File: src/sv/aes128ctr_pkg.sv
// ----------------------------------------------------------------------------
// aes128ctr_pkg
// Shared types, reset constants and AES round functions for the CTR cipher.
// ----------------------------------------------------------------------------
package aes128ctr_pkg;

  localparam int NUM_ROUNDS     = 10;
  localparam int FIFO_DEPTH_DEF = 2;
  localparam int CFG_IDX_W      = 4;

  // register indexes
  localparam logic [CFG_IDX_W-1:0] REG_KEY0   = 4'd0;
  localparam logic [CFG_IDX_W-1:0] REG_KEY1   = 4'd1;
  localparam logic [CFG_IDX_W-1:0] REG_KEY2   = 4'd2;
  localparam logic [CFG_IDX_W-1:0] REG_KEY3   = 4'd3;
  localparam logic [CFG_IDX_W-1:0] REG_NONCE0 = 4'd4;
  localparam logic [CFG_IDX_W-1:0] REG_NONCE1 = 4'd5;
  localparam logic [CFG_IDX_W-1:0] REG_NONCE2 = 4'd6;
  localparam logic [CFG_IDX_W-1:0] REG_NONCE3 = 4'd7;

  localparam logic [127:0] KEY_RESET   = 128'h1D8EBB9D_6A2E05BB_896BF69C_035A6590;
  localparam logic [127:0] NONCE_RESET = 128'hBB8BDDFB_812F8D35_6AC93AC4_112A7F82;

  typedef struct packed {
    logic [127:0] ctr;
    logic [63:0]  data_high;
    logic [63:0]  data_low;
    logic         last;
  } job_t;

  localparam logic [7:0] SBOX [256] = '{
    8'h63,8'h7c,8'h77,8'h7b,8'hf2,8'h6b,8'h6f,8'hc5,8'h30,8'h01,8'h67,8'h2b,8'hfe,8'hd7,8'hab,8'h76,
    8'hca,8'h82,8'hc9,8'h7d,8'hfa,8'h59,8'h47,8'hf0,8'had,8'hd4,8'ha2,8'haf,8'h9c,8'ha4,8'h72,8'hc0,
    8'hb7,8'hfd,8'h93,8'h26,8'h36,8'h3f,8'hf7,8'hcc,8'h34,8'ha5,8'he5,8'hf1,8'h71,8'hd8,8'h31,8'h15,
    8'h04,8'hc7,8'h23,8'hc3,8'h18,8'h96,8'h05,8'h9a,8'h07,8'h12,8'h80,8'he2,8'heb,8'h27,8'hb2,8'h75,
    8'h09,8'h83,8'h2c,8'h1a,8'h1b,8'h6e,8'h5a,8'ha0,8'h52,8'h3b,8'hd6,8'hb3,8'h29,8'he3,8'h2f,8'h84,
    8'h53,8'hd1,8'h00,8'hed,8'h20,8'hfc,8'hb1,8'h5b,8'h6a,8'hcb,8'hbe,8'h39,8'h4a,8'h4c,8'h58,8'hcf,
    8'hd0,8'hef,8'haa,8'hfb,8'h43,8'h4d,8'h33,8'h85,8'h45,8'hf9,8'h02,8'h7f,8'h50,8'h3c,8'h9f,8'ha8,
    8'h51,8'ha3,8'h40,8'h8f,8'h92,8'h9d,8'h38,8'hf5,8'hbc,8'hb6,8'hda,8'h21,8'h10,8'hff,8'hf3,8'hd2,
    8'hcd,8'h0c,8'h13,8'hec,8'h5f,8'h97,8'h44,8'h17,8'hc4,8'ha7,8'h7e,8'h3d,8'h64,8'h5d,8'h19,8'h73,
    8'h60,8'h81,8'h4f,8'hdc,8'h22,8'h2a,8'h90,8'h88,8'h46,8'hee,8'hb8,8'h14,8'hde,8'h5e,8'h0b,8'hdb,
    8'he0,8'h32,8'h3a,8'h0a,8'h49,8'h06,8'h24,8'h5c,8'hc2,8'hd3,8'hac,8'h62,8'h91,8'h95,8'he4,8'h79,
    8'he7,8'hc8,8'h37,8'h6d,8'h8d,8'hd5,8'h4e,8'ha9,8'h6c,8'h56,8'hf4,8'hea,8'h65,8'h7a,8'hae,8'h08,
    8'hba,8'h78,8'h25,8'h2e,8'h1c,8'ha6,8'hb4,8'hc6,8'he8,8'hdd,8'h74,8'h1f,8'h4b,8'hbd,8'h8b,8'h8a,
    8'h70,8'h3e,8'hb5,8'h66,8'h48,8'h03,8'hf6,8'h0e,8'h61,8'h35,8'h57,8'hb9,8'h86,8'hc1,8'h1d,8'h9e,
    8'he1,8'hf8,8'h98,8'h11,8'h69,8'hd9,8'h8e,8'h94,8'h9b,8'h1e,8'h87,8'he9,8'hce,8'h55,8'h28,8'hdf,
    8'h8c,8'ha1,8'h89,8'h0d,8'hbf,8'he6,8'h42,8'h68,8'h41,8'h99,8'h2d,8'h0f,8'hb0,8'h54,8'hbb,8'h16
  };

  function automatic logic [7:0] rcon(input logic [3:0] rnd);
    logic [7:0] rc;
    case (rnd)
      4'd1:    rc = 8'h01;
      4'd2:    rc = 8'h02;
      4'd3:    rc = 8'h04;
      4'd4:    rc = 8'h08;
      4'd5:    rc = 8'h10;
      4'd6:    rc = 8'h20;
      4'd7:    rc = 8'h40;
      4'd8:    rc = 8'h80;
      4'd9:    rc = 8'h1b;
      4'd10:   rc = 8'h36;
      default: rc = 8'h00;
    endcase
    return rc;
  endfunction

  function automatic logic [7:0] xtime(input logic [7:0] b);
    return {b[6:0], 1'b0} ^ (b[7] ? 8'h1b : 8'h00);
  endfunction

  // byte i sits at bits [127-8i -: 8]
  function automatic logic [127:0] sub_shift(input logic [127:0] s);
    logic [127:0] t;
    for (int c = 0; c < 4; c++) begin
      for (int i = 0; i < 4; i++) begin
        t[127 - 8*(i + 4*c) -: 8] = SBOX[s[127 - 8*(i + 4*((c + i) % 4)) -: 8]];
      end
    end
    return t;
  endfunction

  function automatic logic [127:0] mix_columns(input logic [127:0] t);
    logic [127:0] s;
    logic [7:0]   a0, a1, a2, a3;
    for (int c = 0; c < 4; c++) begin
      a0 = t[127 - 32*c -: 8];
      a1 = t[119 - 32*c -: 8];
      a2 = t[111 - 32*c -: 8];
      a3 = t[103 - 32*c -: 8];
      s[127 - 32*c -: 8] = xtime(a0) ^ xtime(a1) ^ a1 ^ a2 ^ a3;
      s[119 - 32*c -: 8] = a0 ^ xtime(a1) ^ xtime(a2) ^ a2 ^ a3;
      s[111 - 32*c -: 8] = a0 ^ a1 ^ xtime(a2) ^ xtime(a3) ^ a3;
      s[103 - 32*c -: 8] = xtime(a0) ^ a0 ^ a1 ^ a2 ^ xtime(a3);
    end
    return s;
  endfunction

  function automatic logic [127:0] key_next(input logic [127:0] rk, input logic [7:0] rc);
    logic [31:0] w3, t, n0, n1, n2, n3;
    w3 = rk[31:0];
    t  = {SBOX[w3[23:16]] ^ rc, SBOX[w3[15:8]], SBOX[w3[7:0]], SBOX[w3[31:24]]};
    n0 = rk[127:96] ^ t;
    n1 = rk[95:64] ^ n0;
    n2 = rk[63:32] ^ n1;
    n3 = w3 ^ n2;
    return {n0, n1, n2, n3};
  endfunction

endpackage

File: src/sv/aes128ctr_fifo.sv
// ----------------------------------------------------------------------------
// aes128ctr_fifo
// Short job queue between the front and the cipher back end.
// ----------------------------------------------------------------------------
module aes128ctr_fifo #(
  parameter int DEPTH = aes128ctr_pkg::FIFO_DEPTH_DEF
) (
  input  logic                clk,
  input  logic                rst_n,
  input  logic                push,
  input  aes128ctr_pkg::job_t push_job,
  output logic                full,
  input  logic                pop,
  output logic                q_valid,
  output aes128ctr_pkg::job_t q_job
);
  import aes128ctr_pkg::*;

  localparam int PTR_W = (DEPTH > 1) ? $clog2(DEPTH) : 1;
  localparam int CNT_W = $clog2(DEPTH + 1);
  localparam logic [PTR_W-1:0] PTR_LAST = PTR_W'(DEPTH - 1);
  localparam logic [CNT_W-1:0] CNT_FULL = CNT_W'(DEPTH);

  job_t             mem [DEPTH];
  logic [PTR_W-1:0] wr_ptr_r, wr_ptr_nxt, rd_ptr_r, rd_ptr_nxt;
  logic [CNT_W-1:0] count_r, count_nxt;

  assign full    = (count_r == CNT_FULL);
  assign q_valid = (count_r != '0);
  assign q_job   = mem[rd_ptr_r];

  always_comb begin
    wr_ptr_nxt = wr_ptr_r;
    rd_ptr_nxt = rd_ptr_r;
    count_nxt  = count_r;
    if (push) begin
      wr_ptr_nxt = (wr_ptr_r == PTR_LAST) ? '0 : wr_ptr_r + 1'b1;
    end
    if (pop) begin
      rd_ptr_nxt = (rd_ptr_r == PTR_LAST) ? '0 : rd_ptr_r + 1'b1;
    end
    if (push && !pop) begin
      count_nxt = count_r + 1'b1;
    end else if (pop && !push) begin
      count_nxt = count_r - 1'b1;
    end
  end

  always_ff @(posedge clk) begin
    if (push) begin
      mem[wr_ptr_r] <= push_job;
    end
  end

  always_ff @(posedge clk) begin
    if (!rst_n) begin
      wr_ptr_r <= '0;
      rd_ptr_r <= '0;
      count_r  <= '0;
    end else begin
      wr_ptr_r <= wr_ptr_nxt;
      rd_ptr_r <= rd_ptr_nxt;
      count_r  <= count_nxt;
    end
  end

endmodule

File: config.mk
export PLATFORM = sky130hd
export DESIGN_NAME = aes128ctr_fifo
export DESIGN_NICKNAME = d
export VERILOG_FILES = /design/src/sv/aes128ctr_pkg.sv /design/src/sv/aes128ctr_fifo.sv
export SDC_FILE = /design/constraint.sdc
export NUM_CORES = 1
export LEC_CHECK = 0
export BUFFER_PORTS_ARGS = -buffer_cell sky130_fd_sc_hd__buf_4
export CAP_MARGIN = 20
export CELL_PAD_IN_SITES_DETAIL_PLACEMENT = 2
export CELL_PAD_IN_SITES_GLOBAL_PLACEMENT = 2
export CORE_MARGIN = 3
export CORE_UTILIZATION = 24
export CTS_CLUSTER_DIAMETER = 100
export DETAILED_ROUTE_END_ITERATION = 10
export GPL_TIMING_DRIVEN = 1
export PLACE_DENSITY_LB_ADDON = 0.1
export SLEW_MARGIN = 15
export SYNTH_ARGS = -nofsm -noshare
export SYNTH_HDL_FRONTEND = slang
export SYNTH_SLANG_ARGS = --single-unit
File: constraint.sdc
create_clock -name clk -period 22.1 [get_ports clk]
set_input_delay 1.105 -clock clk [delete_from_list [all_inputs] [get_ports clk]]
set_output_delay 1.105 -clock clk [all_outputs]
set_load 0.05 [all_outputs]
## Word-level counts from Yosys, hierarchy flattened

Memories as Yosys holds them, arrays and structs flattened. A register that Yosys moved wholly into a read port is not among the register bits.
Cells that the tools add are included.

- Register bits after elaboration: 4
- RAM bits: 514
- Input port bits: 261
- Output and inout port bits: 259
- Memories: 1

- Add/subtract/negate cells: 4
- Equality and inequality tests: 1
- Mux-type cells: 8
- Reduce and logical (&&, ||, !) cells: 6

Memory list:

| memory | depth | bits a word | read ports | clocked after Yosys merged registers in | wr ports | RTL line | RTL |
|---|---|---|---|---|---|---|---|
| mem | 2 | 257 | 1 | 1 | 1 | aes128ctr_fifo.sv:24 | `job_t mem [DEPTH];` |

Operators by type and width:

| operator | count |
|---|---|
| 2-to-1 mux 1 bit | 6 |
| 2-to-1 mux 2 bit | 2 |
| nonzero test 2 bit | 2 |
| adder 1 bit (second input constant) | 2 |
| adder 2 x 1 -> 2 bit (second input constant) | 1 |
| equality test 2 bit (second input constant) | 1 |
| logical AND 1 bit | 2 |
| zero test 1 bit | 2 |
| subtractor 2 x 1 -> 2 bit (second input constant) | 1 |

## Longest topological paths before layout

- Word-level depth: 4
- Gate-level depth with buffers: 5
- Mapped depth without buffers: 5

## Worst setup path after synthesis

OpenSTA, ideal clock, no wires.

- Path kind: in2reg
- From: in push
- To: reg wr_ptr_r
- Setup time: 0.111 ns
- Arrival: 13.043 ns
- Data required time: 21.989 ns
- Setup slack: 8.946 ns
- Stages: 2
- Path buffers: 0
- Path through: nor2b_1 -> o21a_1

RTL lines:

| item | RTL line | RTL |
|---|---|---|
| start: declaration | aes128ctr_fifo.sv:10 | `input logic push,` |
| end signal: assignment | aes128ctr_fifo.sv:61 | `wr_ptr_r <= wr_ptr_nxt;` |
| end: declaration | aes128ctr_fifo.sv:25 | `logic [PTR_W-1:0] wr_ptr_r, wr_ptr_nxt, rd_ptr_r, rd_ptr_nxt;` |

==> results.cfg <==
[clock_tree]
cts.path.max_buffers = 3
clk-insertion-delay-late_ns = 0.58
htreeDepth = 3
cts_resized = 0
cts_buffers = 66
post-cts-setup-buffers = 0
root_buffer = clkbuf_16
clkSinkCount = 519
tritoncts = yes
path_clk_slew_ns = 0.05
postCtsHoldBufs = 0

[route]
vias = 9808
drt_wl_total_mm = 54.7
drc = 0
via_per_inst = 3.93
first_pass_iters = 4
routedWlPerCell_um = 21.9
final_antenna_net_count = 0
drtIter0Drc = 348

[cells_and_area]
final_cell_mix = buf_4 (524), edfxtp_1 (514), mux2_4 (230)
drive_gt1_share_pct = 61.1
area_delta_synth_final_pct = 35.5
design_area_um2 = 26800
num-nets-final = 1650
final_common_cell = buf_4

[grt]
grt_max_degree = 143
antenna_found_initial = 8
grt_use_total_pct = 12.4
grt_pass1_vias = 11300
grt_pass1_wl_mm = 77.6
grt_overflow = 0

[setup_path]
critPathRequiredTime_ns = 21.00
crit_path_end_kind = output port
r2r-end = mem[1][171]
reg2reg_slack_ns = 19.54
rr_startpoint = wr_ptr_r
path_class = flip-flop to output port
cp_max_fo = 57
ff2ff_path_depth = 2
worst_ep_arrival_time_ns = 3.89
start_kind = flip-flop

[timing]
fin_tns_setup_ns = 0
rsz0062_at_grt = false
skew_ns = 0.0167
hold_viol_final = 0
slew_headroom_pct = 29.8
fin_crit_ns = 4.99
setup_violations = 0
fmax_ghz = 0.200
finalCritPeriodShare_pct = 22.6
worstMarginPinSlew_ns = 1.05
drv_slew = 0

[power]
switching_share_pct = 27.2
pwr_density_cell_nw_per_um2 = 97.8
max-vdd-ir-drop_v = 0.0000662
p_seq_share_pct = 44.2
p_int_mw = 1.91
leakage_nw = 10.3
p_switching_mw = 0.713
combPwrFrac_pct = 17.2
power_frac_clock_pct = 38.6

[logic_synthesis]
ys_types = 19
synth-seq-cells = 519
netlist.top_cell.by_area = edfxtp_1
postSynthCellCount = 822
ys_seq_area_share_pct = 78.6
synth_warnings = 0
synth_top_area_share_pct = 78.1
syn_nets = 1084
synthTopCellsByArea = edfxtp_1 (78%), mux2_4 (17%), mux2_2 (1.5%)
syn_area_um2 = 19800
avgSynthCellArea_um2 = 24.1

[hold_path]
holdPathEnd = count_r[1]
hold_path_class = flip-flop to flip-flop
whs_path_depth = 2
hold_start = count_r[1]

[floorplanning]
pin_count = 520
die_w_um = 293
die_area_um2 = 85900
initial_core_util_pct = 24.4
die_h_um = 293
core_um2 = 81100
rows = 104

[placed_design]
port_buffers = 519
hpwl_mm = 38.0
gp_congestion = 0.703
place_area_um2 = 24700

[run_status]
status = complete, no violations

[flow_run]
drv_cap = 0
power by group through the flow:
stage	Sequential, mW	Clock, mW	Combinational (mW)
final	1.16	1.01	0.450
after global routing	1.16	1.10	0.472
after CTS	1.16	1.06	0.460
after detailed placement	1.18	0	0.459
after global placement	1.18	0	0.455
after floorplan	1.19	0	0.319
cell type report:
type / instances / area, um2
fill: 8088 / 54300
tap: 1060 / 1330
timing repair buffer: 527 / 3990
multi-input combinational: 273 / 3880
clock buffer: 81 / 1730
antenna: 6 / 15.0
sequential: 519 / 15500
clock inverter: 30 / 309
inverter: 1 / 3.75
state kept, by name, summed over array words and instances, names as in the netlist, named ones only:
signal	flops
rd_ptr_r	1
count_r	2
wr_ptr_r	1
mem	514
synth_stat cells (all sizes together):
cell type and number:
mux2 257, or2 1, dfxtp 5, or3 1
buf 29, o21ai 1, nor2b 3, and2 4
ha 1, xor2 2, xnor2 1, o21a 1
a21boi 1, inv 1, edfxtp 514
critical path, stage by stage, from the launching register on:
cell,delay [ns]
dfxtp_4,0.79
buf_4,0.87
buf_4,0.92
mux2_4,0.36
buf_4,0.19
metrics by stage:
step           total power, mW  hold WS (ns)  utilization, %  worst slack, ns  std cells
6_report                  2.62         0.521            33.1            17.11       2497
5_1_grt                   2.73         0.547            33.0            16.86       2492
4_1_cts                   2.68         0.533            33.0            16.94       2491
3_5_place_dp              1.64         0.524            30.5            17.61       2380
3_3_place_gp              1.63         0.493            30.5            17.66       2380
2_1_floorplan             1.50         0.468               -             8.95        822
metal layers:
metal	vias to the layer above	track usage [%]	share of wire, %
met2	339	23.4	55
li1	4430	-	-
met1	4959	12.1	34
met4	2	3.95	2.4
met3	78	5.47	9.2
met5	-	0	0.015
kinds of logic after synthesis:
kind of cell | synth area share, %
buf+inv | 1.86
simple gates | 0.285
fa+ha+maj | 0.0633
compound gates | 0.101
flops | 78.6
mux | 19.0
xor+xnor | 0.133
how the worst max path moves through the flow:
stage / start / to / slack, ns / cells after the start
floorplan: push / wr_ptr_r / 8.95 / 2
global placement: flip-flop / q_job[175] / 17.66 / 4
detailed placement: flip-flop / q_job[28] / 17.61 / 4
CTS: flip-flop / q_job[28] / 16.94 / 4
global route: flip-flop / q_job[93] / 16.86 / 4
finish: flip-flop / q_job[28] / 17.11 / 4
(Power assumes the default switching activity.)
