File: config.mk
export PLATFORM = sky130hd
export DESIGN_NAME = aes128ctr_front
export DESIGN_NICKNAME = d
export VERILOG_FILES = /design/src/sv/aes128ctr_pkg.sv /design/src/sv/aes128ctr_front.sv
export SDC_FILE = /design/constraint.sdc
export NUM_CORES = 1
export LEC_CHECK = 0
export CAP_MARGIN = 0
export CORE_MARGIN = 1.5
export CORE_UTILIZATION = 40
export CTS_CLUSTER_SIZE = 30
export DETAILED_ROUTE_END_ITERATION = 8
export DONT_BUFFER_PORTS = 1
export MAX_ROUTING_LAYER = met4
export PLACE_DENSITY = 0.61
export SYNTH_ARGS = -nofsm -noshare
export SYNTH_HDL_FRONTEND = slang
export SYNTH_SLANG_ARGS = --single-unit
File: constraint.sdc
create_clock -name clk -period 3 [get_ports clk]
set_input_delay 0.15 -clock clk [delete_from_list [all_inputs] [get_ports clk]]
set_output_delay 0.15 -clock clk [all_outputs]
set_load 0.02 [all_outputs]
File: src/sv/aes128ctr_pkg.sv
// ----------------------------------------------------------------------------
// aes128ctr_pkg
// Shared types, reset constants and AES round functions for the CTR cipher.
// ----------------------------------------------------------------------------
package aes128ctr_pkg;

  localparam int NUM_ROUNDS     = 10;
  localparam int FIFO_DEPTH_DEF = 2;
  localparam int CFG_IDX_W      = 4;

  // register indexes
  localparam logic [CFG_IDX_W-1:0] REG_KEY0   = 4'd0;
  localparam logic [CFG_IDX_W-1:0] REG_KEY1   = 4'd1;
  localparam logic [CFG_IDX_W-1:0] REG_KEY2   = 4'd2;
  localparam logic [CFG_IDX_W-1:0] REG_KEY3   = 4'd3;
  localparam logic [CFG_IDX_W-1:0] REG_NONCE0 = 4'd4;
  localparam logic [CFG_IDX_W-1:0] REG_NONCE1 = 4'd5;
  localparam logic [CFG_IDX_W-1:0] REG_NONCE2 = 4'd6;
  localparam logic [CFG_IDX_W-1:0] REG_NONCE3 = 4'd7;

  localparam logic [127:0] KEY_RESET   = 128'h1D8EBB9D_6A2E05BB_896BF69C_035A6590;
  localparam logic [127:0] NONCE_RESET = 128'hBB8BDDFB_812F8D35_6AC93AC4_112A7F82;

  typedef struct packed {
    logic [127:0] ctr;
    logic [63:0]  data_high;
    logic [63:0]  data_low;
    logic         last;
  } job_t;

  localparam logic [7:0] SBOX [256] = '{
    8'h63,8'h7c,8'h77,8'h7b,8'hf2,8'h6b,8'h6f,8'hc5,8'h30,8'h01,8'h67,8'h2b,8'hfe,8'hd7,8'hab,8'h76,
    8'hca,8'h82,8'hc9,8'h7d,8'hfa,8'h59,8'h47,8'hf0,8'had,8'hd4,8'ha2,8'haf,8'h9c,8'ha4,8'h72,8'hc0,
    8'hb7,8'hfd,8'h93,8'h26,8'h36,8'h3f,8'hf7,8'hcc,8'h34,8'ha5,8'he5,8'hf1,8'h71,8'hd8,8'h31,8'h15,
    8'h04,8'hc7,8'h23,8'hc3,8'h18,8'h96,8'h05,8'h9a,8'h07,8'h12,8'h80,8'he2,8'heb,8'h27,8'hb2,8'h75,
    8'h09,8'h83,8'h2c,8'h1a,8'h1b,8'h6e,8'h5a,8'ha0,8'h52,8'h3b,8'hd6,8'hb3,8'h29,8'he3,8'h2f,8'h84,
    8'h53,8'hd1,8'h00,8'hed,8'h20,8'hfc,8'hb1,8'h5b,8'h6a,8'hcb,8'hbe,8'h39,8'h4a,8'h4c,8'h58,8'hcf,
    8'hd0,8'hef,8'haa,8'hfb,8'h43,8'h4d,8'h33,8'h85,8'h45,8'hf9,8'h02,8'h7f,8'h50,8'h3c,8'h9f,8'ha8,
    8'h51,8'ha3,8'h40,8'h8f,8'h92,8'h9d,8'h38,8'hf5,8'hbc,8'hb6,8'hda,8'h21,8'h10,8'hff,8'hf3,8'hd2,
    8'hcd,8'h0c,8'h13,8'hec,8'h5f,8'h97,8'h44,8'h17,8'hc4,8'ha7,8'h7e,8'h3d,8'h64,8'h5d,8'h19,8'h73,
    8'h60,8'h81,8'h4f,8'hdc,8'h22,8'h2a,8'h90,8'h88,8'h46,8'hee,8'hb8,8'h14,8'hde,8'h5e,8'h0b,8'hdb,
    8'he0,8'h32,8'h3a,8'h0a,8'h49,8'h06,8'h24,8'h5c,8'hc2,8'hd3,8'hac,8'h62,8'h91,8'h95,8'he4,8'h79,
    8'he7,8'hc8,8'h37,8'h6d,8'h8d,8'hd5,8'h4e,8'ha9,8'h6c,8'h56,8'hf4,8'hea,8'h65,8'h7a,8'hae,8'h08,
    8'hba,8'h78,8'h25,8'h2e,8'h1c,8'ha6,8'hb4,8'hc6,8'he8,8'hdd,8'h74,8'h1f,8'h4b,8'hbd,8'h8b,8'h8a,
    8'h70,8'h3e,8'hb5,8'h66,8'h48,8'h03,8'hf6,8'h0e,8'h61,8'h35,8'h57,8'hb9,8'h86,8'hc1,8'h1d,8'h9e,
    8'he1,8'hf8,8'h98,8'h11,8'h69,8'hd9,8'h8e,8'h94,8'h9b,8'h1e,8'h87,8'he9,8'hce,8'h55,8'h28,8'hdf,
    8'h8c,8'ha1,8'h89,8'h0d,8'hbf,8'he6,8'h42,8'h68,8'h41,8'h99,8'h2d,8'h0f,8'hb0,8'h54,8'hbb,8'h16
  };

  function automatic logic [7:0] rcon(input logic [3:0] rnd);
    logic [7:0] rc;
    case (rnd)
      4'd1:    rc = 8'h01;
      4'd2:    rc = 8'h02;
      4'd3:    rc = 8'h04;
      4'd4:    rc = 8'h08;
      4'd5:    rc = 8'h10;
      4'd6:    rc = 8'h20;
      4'd7:    rc = 8'h40;
      4'd8:    rc = 8'h80;
      4'd9:    rc = 8'h1b;
      4'd10:   rc = 8'h36;
      default: rc = 8'h00;
    endcase
    return rc;
  endfunction

  function automatic logic [7:0] xtime(input logic [7:0] b);
    return {b[6:0], 1'b0} ^ (b[7] ? 8'h1b : 8'h00);
  endfunction

  // byte i sits at bits [127-8i -: 8]
  function automatic logic [127:0] sub_shift(input logic [127:0] s);
    logic [127:0] t;
    for (int c = 0; c < 4; c++) begin
      for (int i = 0; i < 4; i++) begin
        t[127 - 8*(i + 4*c) -: 8] = SBOX[s[127 - 8*(i + 4*((c + i) % 4)) -: 8]];
      end
    end
    return t;
  endfunction

  function automatic logic [127:0] mix_columns(input logic [127:0] t);
    logic [127:0] s;
    logic [7:0]   a0, a1, a2, a3;
    for (int c = 0; c < 4; c++) begin
      a0 = t[127 - 32*c -: 8];
      a1 = t[119 - 32*c -: 8];
      a2 = t[111 - 32*c -: 8];
      a3 = t[103 - 32*c -: 8];
      s[127 - 32*c -: 8] = xtime(a0) ^ xtime(a1) ^ a1 ^ a2 ^ a3;
      s[119 - 32*c -: 8] = a0 ^ xtime(a1) ^ xtime(a2) ^ a2 ^ a3;
      s[111 - 32*c -: 8] = a0 ^ a1 ^ xtime(a2) ^ xtime(a3) ^ a3;
      s[103 - 32*c -: 8] = xtime(a0) ^ a0 ^ a1 ^ a2 ^ xtime(a3);
    end
    return s;
  endfunction

  function automatic logic [127:0] key_next(input logic [127:0] rk, input logic [7:0] rc);
    logic [31:0] w3, t, n0, n1, n2, n3;
    w3 = rk[31:0];
    t  = {SBOX[w3[23:16]] ^ rc, SBOX[w3[15:8]], SBOX[w3[7:0]], SBOX[w3[31:24]]};
    n0 = rk[127:96] ^ t;
    n1 = rk[95:64] ^ n0;
    n2 = rk[63:32] ^ n1;
    n3 = w3 ^ n2;
    return {n0, n1, n2, n3};
  endfunction

endpackage

File: src/sv/aes128ctr_front.sv
// ----------------------------------------------------------------------------
// aes128ctr_front
// Register file, input acceptance and counter sequencing.
// ----------------------------------------------------------------------------
module aes128ctr_front (
  input  logic                                clk,
  input  logic                                rst_n,
  input  logic                                cfg_valid,
  output logic                                cfg_ready,
  input  logic [aes128ctr_pkg::CFG_IDX_W-1:0] cfg_index,
  input  logic [31:0]                         cfg_data,
  input  logic                                in_valid,
  output logic                                in_stall,
  input  logic [63:0]                         in_block_high,
  input  logic [63:0]                         in_block_low,
  input  logic                                in_last_block,
  output logic [127:0]                        key,
  output logic                                push,
  output aes128ctr_pkg::job_t                 push_job,
  input  logic                                q_full
);
  import aes128ctr_pkg::*;

  logic [127:0] key_r, key_nxt;
  logic [127:0] nonce_r, nonce_nxt;
  logic [127:0] ctr_r, ctr_nxt;

  assign cfg_ready = 1'b1;
  assign in_stall  = q_full;
  assign push      = in_valid && !q_full;
  assign key       = key_r;

  assign push_job.ctr       = ctr_r;
  assign push_job.data_high = in_block_high;
  assign push_job.data_low  = in_block_low;
  assign push_job.last      = in_last_block;

  always_comb begin
    key_nxt   = key_r;
    nonce_nxt = nonce_r;
    if (cfg_valid) begin
      case (cfg_index)
        REG_KEY0:   key_nxt[127:96]   = cfg_data;
        REG_KEY1:   key_nxt[95:64]    = cfg_data;
        REG_KEY2:   key_nxt[63:32]    = cfg_data;
        REG_KEY3:   key_nxt[31:0]     = cfg_data;
        REG_NONCE0: nonce_nxt[127:96] = cfg_data;
        REG_NONCE1: nonce_nxt[95:64]  = cfg_data;
        REG_NONCE2: nonce_nxt[63:32]  = cfg_data;
        REG_NONCE3: nonce_nxt[31:0]   = cfg_data;
        default: ;
      endcase
    end
  end

  // a last item restarts the counter from the nonce
  always_comb begin
    ctr_nxt = ctr_r;
    if (push) begin
      ctr_nxt = in_last_block ? nonce_r : ctr_r + 128'd1;
    end
  end

  always_ff @(posedge clk) begin
    if (!rst_n) begin
      key_r   <= KEY_RESET;
      nonce_r <= NONCE_RESET;
      ctr_r   <= NONCE_RESET;
    end else begin
      key_r   <= key_nxt;
      nonce_r <= nonce_nxt;
      ctr_r   <= ctr_nxt;
    end
  end

endmodule

### After elaboration in Yosys (flattened, before gate mapping)

Cells that the tools add are included.

| storage, ports and cells | value |
|---|---|
| register bits | 384 |
| word-level logic and storage cells | 29 |

| operators by class | value |
|---|---|
| add/sub/neg operators | 1 |
| eq/ne operators | 7 |
| multiplexer cells | 1 |
| reductions and logical operators | 11 |

Operators by type and width:

| operator | count |
|---|---|
| adder 128 x 1 -> 128 bit (second input constant) | 1 |
| 2-to-1 mux 128 bit | 1 |
| equality test 4 x 3 -> 1 bit (second input constant) | 4 |
| AND reduction 2 bit | 8 |
| equality test 4 x 2 -> 1 bit (second input constant) | 2 |
| equality test 4 x 1 -> 1 bit (second input constant) | 1 |
| zero test 4 bit | 1 |
| logical AND 1 bit | 1 |
| zero test 1 bit | 1 |

### Longest topological paths before layout

| logic depth | value |
|---|---|
| depth after elaboration | 2 |
| depth in mapped cells | 8 |
| mapped depth without buffers | 7 |

### Worst setup path before layout

No wires, ideal clock.

| path | value |
|---|---|
| path kind | register -> register |
| start point | register ctr_r[0] |
| end point | register ctr_r[122] |
| arrival | 2654 ps |
| required time | 2919 ps |
| setup slack | 265 ps |
| cell stages (with the launch flop) | 8 |
| path buffers | 0 |
| clock period less this slack | 2735 ps |
| cell sequence | dfxtp_1 -> ha_1 -> nand3_1 -> nor3_2 -> nand4_1 -> or3_1 -> or4_1 -> a41oi_1 |

| between the ends | value |
|---|---|
| word-level cells in the longest chain between the ends | 2 |

RTL lines:

| what | RTL line | source |
|---|---|---|
| from (decl) | aes128ctr_front.sv:26 | `logic [127:0] ctr_r, ctr_nxt;` |
| from (signal assigned) | aes128ctr_front.sv:72 | `ctr_r <= ctr_nxt;` |
| adder 128 x 1 -> 128 bit | aes128ctr_front.sv:60 | `ctr_nxt = in_last_block ? nonce_r : ctr_r + 128'd1;` |
| 2-to-1 mux 128 bit | aes128ctr_front.sv:60 |  |

No other way between the ends.
A chain may end at the register's enable or synchronous reset.

### Final worst setup path

| path | value |
|---|---|
| start point | register ctr_r[7] |
| end point | register ctr_r[66] |

Same word-level chain as after synthesis.

==> summary.md <==
| Metric | Value |
|---|---|
| Max IR drop VDD | `0.5083 mV` |
| Avg WL per Cell | `27.61 um` |
| Die W | `221.9 um` |
| Critical Path Source Type | `flip-flop` |
| Share of cells above drive strength 1 | `11.08%` |
| Setup ws final | `22.01 ps` |
| TNS Setup | `0 ps` |
| Measured slew at the worst slew-check pin | `1215 ps` |
| Power Density | `562.2 nW/um^2` |
| Die height | `221.9 um` |
| Setup crit end kind | `flip-flop` |
| CP arrival | `3460 ps` |
| Rows | `80` |
| All-layer global routing usage | `35.46%` |
| Final core occ | `46.27%` |
| Final #Nets | `2718` |
| Number of global-route vias before repair | `18170` |
| Setup Viol. Count Final | `0` |
| Most common cell after layout, fill and taps aside | `nand2_1` |
| Register area share after synthesis | `40.10%` |
| RSZ-0062 raised after global routing | `yes` |
| Post CTS Setup Buffer Count | `0` |
| Initial DRC count | `2366` |
| Port-buffer cells | `0` |
| Critical path class | `flip-flop to flip-flop` |
| Hold crit path type | `input port to flip-flop` |
| Total CTS buffers | `44` |
| DR pass1 iterations | `8` |
| Critical-path maximum fanout | `9` |
| Routed vias/inst | `6.226` |
| Pre-CTS setup slack | `240.5 ps` |
| Leakage power | `0.008021 uW` |
| Num ports | `558` |
| Remaining DRCs | `0` |
| Mean Syn Cell Area | `7.414 sq um` |
| Global-route wire length before repair | `126400 um` |
| Clk_skew | `27.24 ps` |
| CTS Sinks | `384` |
| MaxCap Viol Count | `0` |
| Area growth, synth to finish | `14.75%` |
| Synth warn | `0` |
| Number of synthesized register bits | `384` |
| Post-Route WL | `88370 um` |
| Post-layout minimum cycle time | `2978 ps` |
| Fin. max-slew vios | `0` |
| Synth Flop Type | `dfxtp_1` |
| Fill count | `4730` |
| Via Count | `19930` |
| Outcome | `completed` |
| Endpoints failing hold | `0` |
| Initial Utilization | `40.32%` |
| Antenna violations before repair | `2` |
| Gp weighted congestion | `0.9917` |
| Power Total | `12370 uW` |
| Max transition margin | `18.82%` |
| Clock buffer depth | `3` |
| Post-Syn Nets | `2757` |
| Post-synth EDFFs | `0` |
| Fraction of registers with async set/reset | `0%` |
| Placeable Area | `47550 sq um` |
| Clk_lat worst skew | `600 ps` |
| Clk root buf | `clkbuf_16` |
| Worst Path Required | `3480 ps` |
| Most frequent cells in the layout | `nand2_1 (637), dfxtp_1 (384), nand3_1 (220)` |
| Synthesized area | `19170 sq um` |
| CTS H-tree lvls | `2` |
| Total gr overflow | `0` |
| Worst-path clk slew | `60 ps` |
| Post-DP HPWL | `55720 um` |
| Largest net degree at the start of global routing | `178` |
| Die footprint | `49250 sq um` |
| Final period utilization | `99.27%` |
| Post-route ant nets | `0` |
| Yosys cell types | `80` |
| FMAX | `335.8 MHz` |
| Mapped Cells | `2586` |
| CTS tree | `done` |
-- cell usage after synthesis, drive strengths merged, types with 5 or more instances --
| master | count | share of area (%) |
|---|---|---|
| clkbuf | 172 | 3.4 |
| inv | 29 | 0.57 |
| nand2 | 637 | 12 |
| or2 | 7 | 0.23 |
| and4 | 11 | 0.50 |
| nor3 | 72 | 1.9 |
| a21oi | 202 | 5.3 |
| or3 | 26 | 0.85 |
| o221ai | 6 | 0.27 |
| o22ai | 18 | 0.59 |
| or4 | 15 | 0.61 |
| o211ai | 8 | 0.31 |
| a31oi | 28 | 0.91 |
| o31ai | 18 | 0.70 |
| nand4 | 79 | 2.6 |
| o311ai | 5 | 0.23 |
| and2 | 12 | 0.39 |
| nor4 | 60 | 2.4 |
| mux2i | 22 | 1.1 |
| buf | 174 | 6.6 |
| a311o | 5 | 0.26 |
| nand3 | 221 | 5.8 |
| nor2b | 12 | 0.39 |
| a22oi | 9 | 0.35 |
| nor2 | 108 | 2.1 |
| nand3b | 10 | 0.39 |
| a221oi | 6 | 0.27 |
| mux2 | 9 | 0.53 |
| a41oi | 5 | 0.23 |
| a211oi | 11 | 0.43 |
| nand2b | 11 | 0.36 |
| o21ai | 76 | 2.0 |
| dfxtp | 384 | 40 |
| nor4b | 5 | 0.26 |
| and3 | 43 | 1.4 |
| o21a | 7 | 0.27 |
-- power breakdown --
part | total, uW | internal (uW) | switching, uW
Combinational | 874 | 246 | 628
Clock | 6180 | 3840 | 2340
Sequential | 5310 | 5190 | 123
-- state kept, by name, summed over array words and instances (netlist names) --
signal,flops
nonce_r,128
ctr_r,128
key,128
-- worst paths after layout --
check                 to           from  cells after the start  slack (ps)
max reg2reg    ctr_r[66]       ctr_r[7]                      8          20
max            ctr_r[66]       ctr_r[7]                      8          20
min reg2reg  nonce_r[90]    nonce_r[90]                      2         450
min           ctr_r[103]  in_last_block                      4          10
-- layout make-up --
| class | instances | area, sq um | area share [%] |
|---|---|---|---|
| inverter | 30 | 121.4 | 0.5517 |
| tap | 615 | 769.5 | 3.498 |
| timing repair buffer | 261 | 2252 | 10.24 |
| multi-input combinational | 1826 | 9503 | 43.20 |
| sequential | 384 | 7687 | 34.94 |
| clock buffer | 59 | 1270 | 5.773 |
| clock inverter | 22 | 386.6 | 1.757 |
| antenna | 4 | 10.01 | 0.04550 |
-- metrics by stage --
step                cell area [sq um]  hold WS, ps  std cells
finish                          22000        14.61       3201
global route                    22000        30.78       3201
CTS                             21980        2.408       3197
detailed placement              19350        250.8       3023
global placement                19350        245.3       3023
floorplan                       19170        406.5       2586
-- cells by family (layout without fill, tap and decap cells) --
group                      after synthesis  in the layout  synth area share [%]
buffers and inverters                  376            372                 10.53
and+or+nand+nor                       1344           1344                 33.39
other                                    1              5               0.01956
muxes                                   31             31                 1.677
AOI/OAI and AO/OA                      449            449                 14.22
DFF                                    384            384                 40.10
adders and majority gates                1              1               0.06525
-- worst max-delay path, stage by stage, from the launching register on --
cell and delay (ps):
dfxtp_1 350, nand3_2 210, nor4_4 600, nand4_1 310, buf_4 260, nor2_1 170
mux2i_1 220, o2111ai_1 130, dlygate4sd3_1 630
-- layer usage --
layer,wire length (um),GRT usage [%]
met5,0,-
met4,3521,13.52
met3,11490,13.37
met2,38430,51.73
met1,34930,44.21
-- repair_timing --
item / CTS / global route
hold buffers: 93 / 0
endpoints found under the setup margin: 0 / 4
gates resized for setup: 0 / 3
endpoints found under the hold margin: 374 / 0
Note: power is estimated with default switching activity, not from simulation.
